`src/rtl/bfd_fifo.sv`:
```
// small register queue used between front and back and at the output
// no dependencies
`default_nettype none

module bfd_fifo #(
  parameter int unsigned W     = 8,
  parameter int unsigned DEPTH = 4
) (
  input  wire logic                           clk_i,
  input  wire logic                           rst_ni,
  input  wire logic                           push_i,
  input  wire logic [W-1:0]                   data_i,
  output logic                                full_o,
  input  wire logic                           pop_i,
  output logic [W-1:0]                        data_o,
  output logic                                empty_o,
  output logic [$clog2(DEPTH+1)-1:0]          count_o
);

  localparam int unsigned PtrW = (DEPTH > 1) ? $clog2(DEPTH) : 1;
  localparam int unsigned CntW = $clog2(DEPTH + 1);

  logic [W-1:0]    mem_q [DEPTH];
  logic [PtrW-1:0] wr_ptr_q, wr_ptr_d;
  logic [PtrW-1:0] rd_ptr_q, rd_ptr_d;
  logic [CntW-1:0] cnt_q, cnt_d;
  logic            do_push, do_pop;

  assign full_o  = (cnt_q == CntW'(DEPTH));
  assign empty_o = (cnt_q == '0);
  assign count_o = cnt_q;
  assign data_o  = mem_q[rd_ptr_q];
  assign do_push = push_i && !full_o;
  assign do_pop  = pop_i && !empty_o;

  always_comb begin
    wr_ptr_d = wr_ptr_q;
    rd_ptr_d = rd_ptr_q;
    cnt_d    = cnt_q;
    if (do_push) begin
      wr_ptr_d = (wr_ptr_q == PtrW'(DEPTH - 1)) ? '0 : wr_ptr_q + PtrW'(1);
    end
    if (do_pop) begin
      rd_ptr_d = (rd_ptr_q == PtrW'(DEPTH - 1)) ? '0 : rd_ptr_q + PtrW'(1);
    end
    if (do_push && !do_pop) begin
      cnt_d = cnt_q + CntW'(1);
    end else if (do_pop && !do_push) begin
      cnt_d = cnt_q - CntW'(1);
    end
  end

  always_ff @(posedge clk_i or negedge rst_ni) begin
    if (!rst_ni) begin
      wr_ptr_q <= '0;
      rd_ptr_q <= '0;
      cnt_q    <= '0;
    end else begin
      wr_ptr_q <= wr_ptr_d;
      rd_ptr_q <= rd_ptr_d;
      cnt_q    <= cnt_d;
    end
  end

  always_ff @(posedge clk_i) begin
    if (do_push) begin
      mem_q[wr_ptr_q] <= data_i;
    end
  end

endmodule

`default_nettype wire

```
`config.mk`:
```
export PLATFORM = sky130hd
export DESIGN_NAME = bfd_fifo
export DESIGN_NICKNAME = d
export VERILOG_FILES = /design/src/rtl/bfd_fifo.sv
export SDC_FILE = /design/constraint.sdc
export NUM_CORES = 1
export LEC_CHECK = 0
export ABC_AREA = 1
export BUFFER_PORTS_ARGS = -buffer_cell sky130_fd_sc_hd__buf_4
export CAP_MARGIN = 0
export CORE_ASPECT_RATIO = 0.8
export CORE_MARGIN = 2
export CORE_UTILIZATION = 40
export DETAILED_ROUTE_END_ITERATION = 7
export RECOVER_POWER = 50
export SLEW_MARGIN = 20
export SYNTH_ARGS = -nofsm -noshare
export SYNTH_HDL_FRONTEND = slang
export SYNTH_SLANG_ARGS = --single-unit
```
`constraint.sdc`:
```
create_clock -name clk_i -period 1.9 [get_ports clk_i]
set_clock_uncertainty 0.1 [all_clocks]
set_input_delay 0.475 -clock clk_i [delete_from_list [all_inputs] [get_ports clk_i]]
set_output_delay 0.475 -clock clk_i [all_outputs]
set_load 0.03 [all_outputs]
```
==> results.toml <==
[global_route]
gr-usage-all-layers_pct = 15.3
grt_remaining_overflow = 0
grt_pass1_vias = 1246
grt_start_max_net_pins = 36
antenna_found_initial = 0
grt_pass1_wl_microns = 5600

[pwr]
power_leakage_uw = 0.000932
cellPowerDensity_mw_per_mm2 = 1680
vdd_ir_drop_max_uv = 678

[synthesis]
synth.area.top_cells = "edfxtp_1 55%, dfrtp_1 10%, nand2_1 8.1%, inv_1 6.6%, o211ai_1 6.4%"
postSynth.asyncResetShare_pct = 17.9
synth_top_family_by_area = "simple AND/OR/NAND/NOR gates"
synth_edf_count = 32
yosysTopAreaCellShare_pct = 54.6
ys_seq_area_share_pct = 64.6
yosys_register_bits = 39
yosysMostFrequentCell = "nand2_1"
syn_inst = 154
avgSynthCellArea_sq_um = 11.4
synth_compound_area_share_pct = 7.40
ys.flop_type = "edfxtp_1"
syn_nets = 173
synth_area_sq_mm = 0.00176
synth_simple_gate_area_share_pct = 12.1
synthTopCellsByCount = "38 x nand2_1, 32 x edfxtp_1, 31 x inv_1"
synth-xor-area-share_pct = 0.498
synth_cell_types = 16
synthAdderAreaFrac_pct = 5.41
synth_warnings = 0
yosys.area.top_type = "edfxtp_1"
synthMuxAreaShare_pct = 0

[detailed_routing]
first_pass_iters = 4
detail_route.wl_per_cell_microns = 12.9
vias = 1167
drc = 0
detail_route.vias_per_cell = 4.67
routed_wl_microns = 3210
first_iter_violations = 59
ant_nets = 0

[critical_path]
cp-start-kind = "flop"
worst-path-stages = 4
path_buf_inv = 2
reg2reg_depth = 10
path_cells = "buf_12 -> o211ai_1 -> nand2_1 -> buf_6"
worst_ep_required_time_ns = 1.32
cp_max_fo = 35
arrival_ns = 1.30
cp-end-kind = "output port"
endpoint = "data_o[2]"
worst_path_largest_cell_delay_ns = 0.39
cp-startpoint = "rd_ptr_q[0]$_DFFE_PN0P_"
rr_endpoint = "count_o[2]$_DFFE_PN0P_"
worst-setup-path-type = "flop to output port"
critical-path-slowest-cell = "dfrtp_1"
cpLargestDelayFamily = "flip-flops"
rrSetupSlack_ns = 0.10
r2r-start = "count_o[1]$_DFFE_PN0P_"

[sta]
hold_ws_ns = 0.339
slew_headroom_pct = 74.1
tightest_slew_ns = 0.388
report.final.slew_viol_count = 0
period_minus_slack_ns = 1.87
rsz0062_at_grt = "yes"
hold_viol = 0
setup_viol = 0
fmax_ghz = 0.534
post-route-period-util_pct = 98.6

[run_status]
status = "finished clean"

[final_layout]
regArea_sq_mm = 0.00114
final_cells = 250
nFillCells = 395
diodes = 0
multi_input_area_sq_um = 459
areaGrowthSynthToFinish_pct = 22.0
drive_gt1_share_pct = 23.3
nNetsFinal = 211

[hold_path]
hp-class = "primary input to flop"
hold_start = "push_i"

[placement]
place_hpwl_microns = 2250
port_buffers = 24
place_congestion = 0.871
dpl.cell_count = 239

[clock_network]
tritoncts.num_buffers = 5
clockBufferDepth = 2
clk_latency_ns = 0.29
cts_tree = "built"
clockRootBuffer = "clkbuf_8"
cts.sinks = 39
cts_max_level = 2
clkTransAtPathRegs_ns = 0.07

[die]
core_area_sq_mm = 0.00420
die_height_microns = 63.3
start_util_pct = 41.8
row_count = 21
ioPinCount = 25
die_width_microns = 78.1
design.die.area_sq_mm = 0.00495

[flow_run]
cap_violations = 0
==> metal layers <==
| metal | GRT usage (%) | up-vias | wire [microns] |
|---|---|---|---|
| met5 | 0 | - | 0 |
| met1 | 18.5 | 551 | 1470 |
| met2 | 24.8 | 27 | 1520 |
| met4 | 9.43 | 0 | 92 |
| met3 | 3.58 | 9 | 130 |
| li1 | - | 580 | - |
==> worst min-delay path by stage <==
stage | to | slack [ns] | depth (start not counted)
after global placement | wr_ptr_q[0]$_DFFE_PN0P_ | 0.19 | 1
after CTS | mem_q[0][2]$_DFFE_PP_ | 0.28 | 1
after floorplan | count_o[0]$_DFFE_PN0P_ | 0.08 | 0
after global routing | wr_ptr_q[0]$_DFFE_PN0P_ | 0.34 | 3
final | wr_ptr_q[1]$_DFFE_PN0P_ | 0.34 | 3
after detailed placement | wr_ptr_q[1]$_DFFE_PN0P_ | 0.19 | 1
==> cells by family (layout without fill, tap and decap cells) <==
family          after synthesis  in the layout
flops                        39             39
simple gates                 53             53
xor+xnor                      1              1
compound gates               17             17
fa+ha+maj                     7              7
buf+inv                      37             76
==> tightest hold or removal path, cell delays in order <==
cell	delay, ns
buf_4	0.09
nand3_1	0.06
nand2_1	0.06
==> timing repair <==
action                                  CTS  global route
endpoints found under the setup margin    3            10
buffers inserted                          1             1
gates resized for setup                   1            15
hold buffers                              1             0
pin swaps                                 1             7
gates cloned                              0             0
endpoints found under the hold margin     7             0
==> area by class of cell <==
cell class	instances	area share, %
clock buffer	7	3.56
clock inverter	1	0.233
multi-input combinational	78	21.4
inverter	32	5.60
sequential	39	53.1
tap	57	3.32
timing repair buffer	36	12.8
==> power by group <==
| group | internal, uW | total [uW] | switching (uW) |
|---|---|---|---|
| combinational | 723 | 1830 | 1100 |
| clock | 257 | 517 | 260 |
| sequential | 1160 | 1260 | 106 |
==> layout by cell type (no fill, tap or decap), drive strengths merged <==
master | Yosys | layout
nor2 | 6 | 6
nand4 | 1 | 1
edfxtp | 32 | 32
xnor2 | 1 | 1
buf | 5 | 25
clkinv | 0 | 1
o21ai | 1 | 1
fa | 1 | 1
clkbuf | 0 | 17
dfrtp | 7 | 7
nand2 | 39 | 39
o211ai | 16 | 16
ha | 6 | 6
inv | 32 | 32
nand3 | 7 | 7
dlygate4sd3 | 0 | 1
==> stage by stage <==
stage	setup TNS, ns	setup slack (ns)	instance area [sq um]	total power [uW]	util [%]
CTS	0	0.00161	2140	3520	50.8
global placement	0	0.0979	2040	2910	48.5
detailed placement	0	0.00271	2040	2980	48.5
finish	0	0.0269	2150	3600	51.0
global route	-0.229	-0.0634	2150	3870	51.0
floorplan	0	0.000671	1760	2430	-
==> flip-flops by register name, summed over array words and instances (netlist names) <==
signal	count
rd_ptr_q	2
mem_q	32
wr_ptr_q	2
count_o	3
Power figures use the tool's default switching activity.
