File: src/rtl/bfd_pkg.sv
// shared types and constants of the box filter downsampler
// no dependencies
`default_nettype none

package bfd_pkg;

  localparam int unsigned ChanW      = 8;
  localparam int unsigned SumW       = 16;
  localparam int unsigned OutWidthW  = 7;
  localparam int unsigned ChanMax    = 255;
  localparam int unsigned MidDepth   = 4;
  localparam int unsigned OutDepth   = 8;
  localparam int unsigned OutCntW    = $clog2(OutDepth + 1);

  localparam logic [OutWidthW-1:0] OutWidthDefault = 7'd16;
  localparam logic [ChanW-1:0]     TranspLimit     = 8'd32;

  typedef struct packed {
    logic [SumW-1:0] alpha;
    logic [SumW-1:0] red;
    logic [SumW-1:0] green;
    logic [SumW-1:0] blue;
  } sums_t;

  typedef struct packed {
    sums_t sums;
    logic  row_end;
    logic  frame_end;
  } mid_item_t;

  typedef struct packed {
    logic [ChanW-1:0] alpha;
    logic [ChanW-1:0] red;
    logic [ChanW-1:0] green;
    logic [ChanW-1:0] blue;
    logic             transparent;
    logic             row_end;
    logic             frame_end;
  } result_t;

endpackage

`default_nettype wire

File: src/rtl/bfd_back.sv
// back part: four-stage averaging pipeline from block sums to output pixels
// depends on bfd_pkg; pulls from the middle queue only when the output queue has room
`default_nettype none

module bfd_back
  import bfd_pkg::*;
#(
  parameter int unsigned FACTOR = 16
) (
  input  wire logic                clk_i,
  input  wire logic                rst_ni,
  input  wire logic                mid_valid_i,
  input  wire mid_item_t           mid_data_i,
  output logic                     mid_pop_o,
  input  wire logic [OutCntW-1:0]  out_count_i,
  output logic                     out_push_o,
  output result_t                  out_data_o
);

  localparam int unsigned Samples  = FACTOR * FACTOR;
  localparam logic [31:0] SampD    = 32'(Samples);
  localparam logic [31:0] SampRcp  = 32'(65536 / Samples);
  localparam logic [31:0] ChanD    = 32'(ChanMax);
  localparam logic [31:0] ChanRcp  = 32'(65536 / ChanMax);
  localparam int unsigned CredW    = OutCntW + 1;

  // quotient estimate by reciprocal, low by at most one
  function automatic logic [SumW-1:0] rcp_est(input logic [SumW-1:0] s,
                                              input logic [31:0] m);
    logic [31:0] p;
    p = {16'b0, s} * m;
    return p[31:16];
  endfunction

  function automatic logic [SumW-1:0] rcp_fix(input logic [SumW-1:0] s,
                                              input logic [SumW-1:0] q0,
                                              input logic [31:0] d);
    logic [31:0] rem;
    rem = {16'b0, s} - ({16'b0, q0} * d);
    return (rem >= d) ? q0 + SumW'(1) : q0;
  endfunction

  logic [3:0]             v_q;
  logic [2:0]             inflight;
  logic                   pull;

  sums_t                  s1_sum_q, s1_est_q;
  logic                   s1_re_q, s1_fe_q;
  logic [ChanW-1:0]       s2_a_q, s2_r_q, s2_g_q, s2_b_q;
  logic                   s2_re_q, s2_fe_q;
  logic [SumW-1:0]        s3_pr_q, s3_pg_q, s3_pb_q;
  logic [ChanW-1:0]       s3_a_q;
  logic                   s3_re_q, s3_fe_q;
  logic [SumW-1:0]        s4_pr_q, s4_pg_q, s4_pb_q;
  logic [SumW-1:0]        s4_er_q, s4_eg_q, s4_eb_q;
  logic [ChanW-1:0]       s4_a_q;
  logic                   s4_re_q, s4_fe_q;
  logic [SumW-1:0]        fix_r, fix_g, fix_b;

  assign inflight  = 3'($countones(v_q));
  assign pull      = mid_valid_i
                     && ((CredW'(out_count_i) + CredW'(inflight)) < CredW'(OutDepth));
  assign mid_pop_o = pull;

  always_ff @(posedge clk_i or negedge rst_ni) begin
    if (!rst_ni) begin
      v_q <= '0;
    end else begin
      v_q <= {v_q[2:0], pull};
    end
  end

  always_ff @(posedge clk_i) begin
    // block sum over samples
    s1_sum_q       <= mid_data_i.sums;
    s1_est_q.alpha <= rcp_est(mid_data_i.sums.alpha, SampRcp);
    s1_est_q.red   <= rcp_est(mid_data_i.sums.red, SampRcp);
    s1_est_q.green <= rcp_est(mid_data_i.sums.green, SampRcp);
    s1_est_q.blue  <= rcp_est(mid_data_i.sums.blue, SampRcp);
    s1_re_q        <= mid_data_i.row_end;
    s1_fe_q        <= mid_data_i.frame_end;

    s2_a_q  <= ChanW'(rcp_fix(s1_sum_q.alpha, s1_est_q.alpha, SampD));
    s2_r_q  <= ChanW'(rcp_fix(s1_sum_q.red, s1_est_q.red, SampD));
    s2_g_q  <= ChanW'(rcp_fix(s1_sum_q.green, s1_est_q.green, SampD));
    s2_b_q  <= ChanW'(rcp_fix(s1_sum_q.blue, s1_est_q.blue, SampD));
    s2_re_q <= s1_re_q;
    s2_fe_q <= s1_fe_q;

    // premultiply
    s3_pr_q <= {8'b0, s2_r_q} * {8'b0, s2_a_q};
    s3_pg_q <= {8'b0, s2_g_q} * {8'b0, s2_a_q};
    s3_pb_q <= {8'b0, s2_b_q} * {8'b0, s2_a_q};
    s3_a_q  <= s2_a_q;
    s3_re_q <= s2_re_q;
    s3_fe_q <= s2_fe_q;

    s4_pr_q <= s3_pr_q;
    s4_pg_q <= s3_pg_q;
    s4_pb_q <= s3_pb_q;
    s4_er_q <= rcp_est(s3_pr_q, ChanRcp);
    s4_eg_q <= rcp_est(s3_pg_q, ChanRcp);
    s4_eb_q <= rcp_est(s3_pb_q, ChanRcp);
    s4_a_q  <= s3_a_q;
    s4_re_q <= s3_re_q;
    s4_fe_q <= s3_fe_q;
  end

  assign fix_r = rcp_fix(s4_pr_q, s4_er_q, ChanD);
  assign fix_g = rcp_fix(s4_pg_q, s4_eg_q, ChanD);
  assign fix_b = rcp_fix(s4_pb_q, s4_eb_q, ChanD);

  assign out_push_o             = v_q[3];
  assign out_data_o.alpha       = s4_a_q;
  assign out_data_o.red         = fix_r[ChanW-1:0];
  assign out_data_o.green       = fix_g[ChanW-1:0];
  assign out_data_o.blue        = fix_b[ChanW-1:0];
  assign out_data_o.transparent = (s4_a_q < TranspLimit);
  assign out_data_o.row_end     = s4_re_q;
  assign out_data_o.frame_end   = s4_fe_q;

endmodule

`default_nettype wire

File: config.mk
export PLATFORM = sky130hd
export DESIGN_NAME = bfd_back
export DESIGN_NICKNAME = d
export VERILOG_FILES = /design/src/rtl/bfd_pkg.sv /design/src/rtl/bfd_back.sv
export SDC_FILE = /design/constraint.sdc
export NUM_CORES = 1
export LEC_CHECK = 0
export BUFFER_PORTS_ARGS = -buffer_cell sky130_fd_sc_hd__buf_2
export CAP_MARGIN = 20
export CORE_ASPECT_RATIO = 0.5
export CORE_MARGIN = 10
export CORE_UTILIZATION = 49
export CTS_CLUSTER_SIZE = 24
export DETAILED_ROUTE_END_ITERATION = 8
export GPL_TIMING_DRIVEN = 0
export PLACE_DENSITY = 0.66
export SETUP_SLACK_MARGIN = 0.05
export SLEW_MARGIN = 20
export SYNTH_ARGS = -nofsm -noshare
export SYNTH_HDL_FRONTEND = slang
export SYNTH_SLANG_ARGS = --single-unit
File: constraint.sdc
create_clock -name clk_i -period 5.7 [get_ports clk_i]
set_input_delay 0.285 -clock clk_i [delete_from_list [all_inputs] [get_ports clk_i]]
set_output_delay 0.285 -clock clk_i [all_outputs]
set_load 0.005 [all_outputs]
==> results of run 1 <==
## repair_timing
item / 4_1_cts / 5_1_grt
gates resized for setup: 170 / 89
hold buffers: 35 / 0
pin swaps: 92 / 79
hold endpoints to repair: 38 / 0
cloned: 1 / 1
setup endpoints to repair: 24 / 24
setup buffers: 39 / 28
## critical path, stage by stage, from the launching register on
cell and delay [ns]:
dfxtp_2 0.35, clkinvlp_4 0.13, buf_6 0.14, fa_1 0.51, inv_2 0.05, fa_1 0.52
inv_2 0.04, fa_1 0.51, inv_2 0.04, fa_1 0.51, inv_2 0.04, ha_4 0.26
buf_6 0.11, and3_4 0.20, nand3_2 0.09, o211ai_1 0.36, o2111a_1 0.27, o22ai_2 0.08
nor4_4 0.29, buf_6 0.20, buf_4 0.14, a21boi_4 0.05, xnor2_2 0.18, buf_2 0.15
## worst paths after layout
path / startpoint / end / cells past startpoint
worst max register to register: s2_a_q[6] / s3_pr_q[15] / 14
worst min register to register: s1_sum_q[62] / s2_a_q[6] / 0
min in group asynchronous: rst_ni / v_q[2] / 2
max in group asynchronous: rst_ni / v_q[1] / 2
worst max-delay path: s4_eg_q[6] / out_data_o[13] / 23
worst min-delay path: mid_valid_i / v_q[0] / 2
## final cells by class
cell class	count	area share, %
clock buffers	33	2.60
inverters	511	8.19
flip-flops and latches	215	18.3
repair buffers	181	5.75
clock inverters	3	0.178
multi-input cells	1365	61.6
well taps	540	2.83
plain buffers	26	0.529
## sequential cells by signal, indices dropped and copies added, names as in the netlist, 4 cells and up
| name | flops |
|---|---|
| s1_sum_q | 28 |
| s3_pb_q | 16 |
| s3_pg_q | 16 |
| s3_pr_q | 16 |
| s4_pb_q | 16 |
| s4_pg_q | 16 |
| s4_pr_q | 16 |
| s4_eb_q | 9 |
| s4_eg_q | 9 |
| s4_er_q | 9 |
| s2_a_q | 8 |
| s2_b_q | 8 |
| s2_g_q | 8 |
| s2_r_q | 8 |
| s3_a_q | 8 |
| s4_a_q | 8 |
| s1_est_q | 4 |
| v_q | 4 |
## stage by stage
step / TNS (ns) / hold slack (ns)
2_1_floorplan: 0 / -0.0106
3_3_place_gp: -3.87 / 0.0916
3_5_place_dp: -5.28 / 0.0930
4_1_cts: -1.64 / 0.00605
5_1_grt: -7.03 / 0.00885
6_report: -3.06 / 0.0378
## logic make-up (layout without fill, tap and decap cells)
kind of cell    Yosys count  count (layout)  share of synthesized area (%)
flops                   215             215                           21.3
mux                      10              10                          0.560
buf+inv                 541             754                           10.1
compound gates          232             232                           7.71
simple gates            461             461                           12.0
fa+ha+maj               573             573                           44.6
xor+xnor                 89              89                           3.83
## metal layers
metal	vias up	GRT usage [%]	wire [um]
met1	6992	24.4	21500
met2	277	28.0	19800
met3	47	2.45	1840
met5	-	0	0
li1	7083	-	-
met4	0	2.94	529
## cell usage in the layout, fill, tap and decap left out, types with 14 or more instances in the layout
| cell type | instances |
|---|---|
| inv_1 | 454 |
| ha_1 | 300 |
| fa_1 | 251 |
| dfxtp_1 | 191 |
| nand2_1 | 134 |
| and2_1 | 117 |
| buf_2 | 80 |
| xnor2_1 | 57 |
| nor2_1 | 51 |
| buf_4 | 50 |
| a21oi_1 | 47 |
| inv_2 | 44 |
| dlygate4sd3_1 | 35 |
| o21ai_0 | 30 |
| nand3_1 | 24 |
| clkbuf_1 | 23 |
| clkbuf_16 | 21 |
| xor2_1 | 20 |
| buf_6 | 20 |
| a21o_1 | 18 |
| nand2b_1 | 18 |
| nand4_1 | 15 |
| ha_4 | 15 |
| nor3_1 | 14 |
==> impl_metrics.env, run 1 <==
export IMPL_drc=0
export IMPL_synth_edf_count=0
export IMPL_synthArstFlopShare_pct=1.86
export IMPL_critical_path_required_ns=5.41
export IMPL_slew_viol_final=0
export IMPL_min_period_ns=6.02
export IMPL_synthTopCellsByArea="fa_1 25%, dfxtp_1 21%, ha_1 20%"
export IMPL_r2r_slack_ns=0.54
export IMPL_ys_warnings_count=0
export IMPL_tightest_slew_ns=0.660
export IMPL_crit_type="reg2out"
export IMPL_die_h_um=164
export IMPL_skew_ns=0.00925
export IMPL_hold_viol_final=0
export IMPL_yosysSeqAreaShare_pct=21.3
export IMPL_grt_pass1_vias=14752
export IMPL_min_period_over_period_pct=106
export IMPL_std_cell_rows=52
export IMPL_antenna_found_initial=0
export IMPL_die_w_um=308
export IMPL_fmaxAchievable_ghz=0.166
export IMPL_fin_util_pct=58.7
export IMPL_timing_slew_headroom_pct=55.6
export IMPL_dp_cells=2738
export IMPL_nets=2967
export IMPL_routed_wl_um=43700
export IMPL_area_delta_synth_final_pct=17.6
export IMPL_crit_path_start_kind="flip-flop"
export IMPL_final_cells=2874
export IMPL_num_vias=14399
export IMPL_numClockSinks=215
export IMPL_end_kind="output port"
export IMPL_dr_pass1_iters=5
export IMPL_clockRootBuffer="clkbuf_16"
export IMPL_gr_total_overflow=0
export IMPL_clkSlewWorstSetupHoldPaths_ns=0.06
export IMPL_cts_tree="done"
export IMPL_avgSynthCellArea_sq_um=9.59
export IMPL_rsz0062_at_grt="true"
export IMPL_ios=110
export IMPL_start_util_pct=49.9
export IMPL_grt_usage_pct=17.2
export IMPL_cp_max_fo=7
export IMPL_seq_area_sq_um=4380
export IMPL_place_ws_ns=-0.441
export IMPL_diodes=0
export IMPL_clockBufferDepth=3
export IMPL_synth_common_cells="510 x inv_1, 320 x ha_1, 253 x fa_1, 211 x dfxtp_1, 140 x nand2_1"
export IMPL_setup_slack_ns=-0.321
export IMPL_clock_latency_ns=0.51
export IMPL_synth_top_flop_cell="dfxtp_1"
export IMPL_viasPerCell=5.01
export IMPL_drive_gt1_share_pct=16.6
export IMPL_cts_buffers=21
export IMPL_synth_most_common_cell="inv_1"
export IMPL_die_area_sq_um=50600
export IMPL_netlist_instances=2121
export IMPL_place_area_sq_um=21400
export IMPL_io_buffers=77
export IMPL_status="finished, violations left"
export IMPL_crit_arrival_ns=5.74
export IMPL_gp_congestion=0.850
export IMPL_dp_hpwl_um=34400
export IMPL_ys_types=83
export IMPL_syn_cell_area_sq_um=20300
export IMPL_grt_pass1_wl_um=72500
export IMPL_fin_area_sq_um=23900
export IMPL_hp_class="in2reg"
export IMPL_ant_nets=0
export IMPL_violations="negative setup slack"
export IMPL_yosysTopAreaCellShare_pct=24.9
export IMPL_ctsHtreeMaxLevel=1
export IMPL_syn_num_nets=2767
export IMPL_wl_per_cell_um=15.2
export IMPL_synth_largest_area_cell="fa_1"
export IMPL_finalSetupViolCount=16
export IMPL_grt_max_degree=15
export IMPL_coreArea_sq_um=40700
export IMPL_drv_cap=0
export IMPL_synth_seq_cells=215
export IMPL_num_fill_cells=3391
export IMPL_drt_iter0_drc=783
export IMPL_multi_input_area_sq_um=14700
Power of run 1 is left out: the tool's default activity adds up to more than one toggle a clock period on the data nets, which glitch-free logic cannot reach.
==> run 2: changes to the inputs <==
- CORE_UTILIZATION: 49 -> 64
- PLACE_DENSITY: 0.66 -> 0.83
==> impl_metrics.env, run 2 (synthesis gave the netlist of run 1 again) <==
export IMPL_route_met2_wl_um=26900
export IMPL_ios=110
export IMPL_crit_path_start_kind="flip-flop"
export IMPL_antenna_found_initial=1
export IMPL_wl_met3_um=4840
export IMPL_dp_hpwl_um=34600
export IMPL_cts_tree="done"
export IMPL_clkSlewWorstSetupHoldPaths_ns=0.06
export IMPL_finalSetupViolCount=24
export IMPL_numClockSinks=215
export IMPL_hold_viol_final=0
export IMPL_end_kind="output port"
export IMPL_min_period_ns=6.33
export IMPL_wl_met1_um=21100
export IMPL_die_h_um=146
export IMPL_dr_pass1_iters=8
export IMPL_cts_buffers=21
export IMPL_coreArea_sq_um=31500
export IMPL_ant_nets=0
export IMPL_whs_path_depth=2
export IMPL_drc=0
export IMPL_viasPerCell=5.83
export IMPL_grt_usage_pct=24.3
export IMPL_clock_latency_ns=0.53
export IMPL_tightest_slew_ns=0.940
export IMPL_grt_pass1_vias=16250
export IMPL_num_vias=16167
export IMPL_timing_slew_headroom_pct=36.7
export IMPL_area_delta_synth_final_pct=17.7
export IMPL_status="finished, violations left"
export IMPL_final_cell_mix="441 x inv_1, 298 x ha_1, 248 x fa_1, 186 x dfxtp_1, 135 x nand2_1"
export IMPL_grt_pass1_wl_um=80100
export IMPL_hp_class="in2reg"
export IMPL_setup_slack_ns=-0.629
export IMPL_gp_congestion=0.931
export IMPL_ctsHtreeMaxLevel=1
export IMPL_routed_wl_um=56300
export IMPL_violations="negative setup slack"
export IMPL_drive_gt1_share_pct=18.2
export IMPL_gr_total_overflow=0
export IMPL_clockBufferDepth=3
export IMPL_io_buffers=77
export IMPL_largest_reg_flops=28
export IMPL_die_w_um=272
export IMPL_cp_max_fo=7
export IMPL_nets=2975
export IMPL_rsz0062_at_grt="true"
export IMPL_slew_viol_final=0
export IMPL_drv_cap=0
export IMPL_fmaxAchievable_ghz=0.158
export IMPL_r2r_cells=19
export IMPL_mostFrequentLayoutCell="inv_1"
export IMPL_drt_iter0_drc=1659
export IMPL_place_area_sq_um=21300
export IMPL_critical_path_required_ns=5.41
export IMPL_skew_ns=0.0116
export IMPL_crit_type="reg2out"
export IMPL_wl_per_cell_um=20.3
export IMPL_clockRootBuffer="clkbuf_16"
export IMPL_regMostFlops="s1_sum_q"
export IMPL_std_cell_rows=46
export IMPL_min_period_over_period_pct=111
export IMPL_die_area_sq_um=39700
export IMPL_grt_max_degree=17
export IMPL_crit_arrival_ns=6.04
export IMPL_fin_area_sq_um=23900
export IMPL_start_util_pct=64.6
export IMPL_highest_signal_layer="met4"
==> run 2: cell types whose count changed in the layout (fill, tap and decap cells not counted), sizes merged <==
cell,previous run,this run
buf,155,163
clkbuf,50,42
clkinv,1,5
clkinvlp,6,9
diode,0,1
==> run 2: timing repair <==
action,in CTS,in global routing
gates resized for setup,200,102
hold buffers,35,0
endpoints found under the setup margin,24,24
buffers inserted,44,31
pin swaps,96,64
cloned,3,0
hold endpoints to repair,38,0
==> run 2: worst paths after layout <==
| kind | from | endpoint | slack [ns] |
|---|---|---|---|
| setup / recovery | s4_er_q[7] | out_data_o[26] | -0.63 |
| min in group asynchronous | rst_ni | v_q[3] | 0.10 |
| setup reg to reg | s2_a_q[4] | s3_pg_q[15] | 0.47 |
| hold / removal | mid_valid_i | v_q[0] | 0.04 |
| max in group asynchronous | rst_ni | v_q[0] | 5.48 |
| hold reg to reg | s3_a_q[2] | s4_a_q[2] | 0.33 |
==> run 2: layout make-up <==
type / count / area [sq um]
Multi-Input combinational cell: 1365 / 14900
Fill cell: 1872 / 7540
Sequential cell: 215 / 4390
Inverter: 511 / 1970
Timing Repair Buffer: 189 / 1400
Clock buffer: 25 / 561
Tap cell: 432 / 541
Buffer: 26 / 126
Clock inverter: 10 / 96.3
Antenna cell: 1 / 2.50
==> run 2: per-layer routing <==
| metal | vias up | GRT usage, % |
|---|---|---|
| li1 | 7095 | - |
| met1 | 7796 | 29.9 |
| met2 | 965 | 42.7 |
| met3 | 311 | 4.27 |
| met4 | 0 | 8.40 |
| met5 | - | 0 |
==> run 2: per-stage QoR <==
stage          hold WS, ns  setup TNS (ns)  utilization [%]  instances  setup slack [ns]
6_report            0.0438           -7.46             76.0       2774            -0.629
5_1_grt             0.0517          -10.29             76.0       2773            -0.719
4_1_cts             0.0393          -0.811             74.2       2743            -0.127
3_5_place_dp        0.0952           -4.10             67.5       2630            -0.319
3_3_place_gp        0.0919           -3.27             67.5       2630            -0.308
2_1_floorplan      -0.0106               0                -       2121             0.403
==> run 2: critical path, stage by stage (launching register included) <==
cell	delay [ns]
dfxtp_2	0.42
clkinvlp_4	0.25
fa_2	0.63
inv_2	0.05
fa_1	0.68
inv_2	0.10
fa_1	0.54
inv_1	0.05
fa_1	0.55
inv_2	0.07
ha_4	0.17
a21oi_2	0.19
buf_4	0.16
o21ai_0	0.11
a21o_1	0.21
a21oi_2	0.21
mux2i_4	0.43
buf_4	0.27
a31oi_4	0.10
xnor2_1	0.18
buf_2	0.15
Power of run 2 is left out for the same reason.
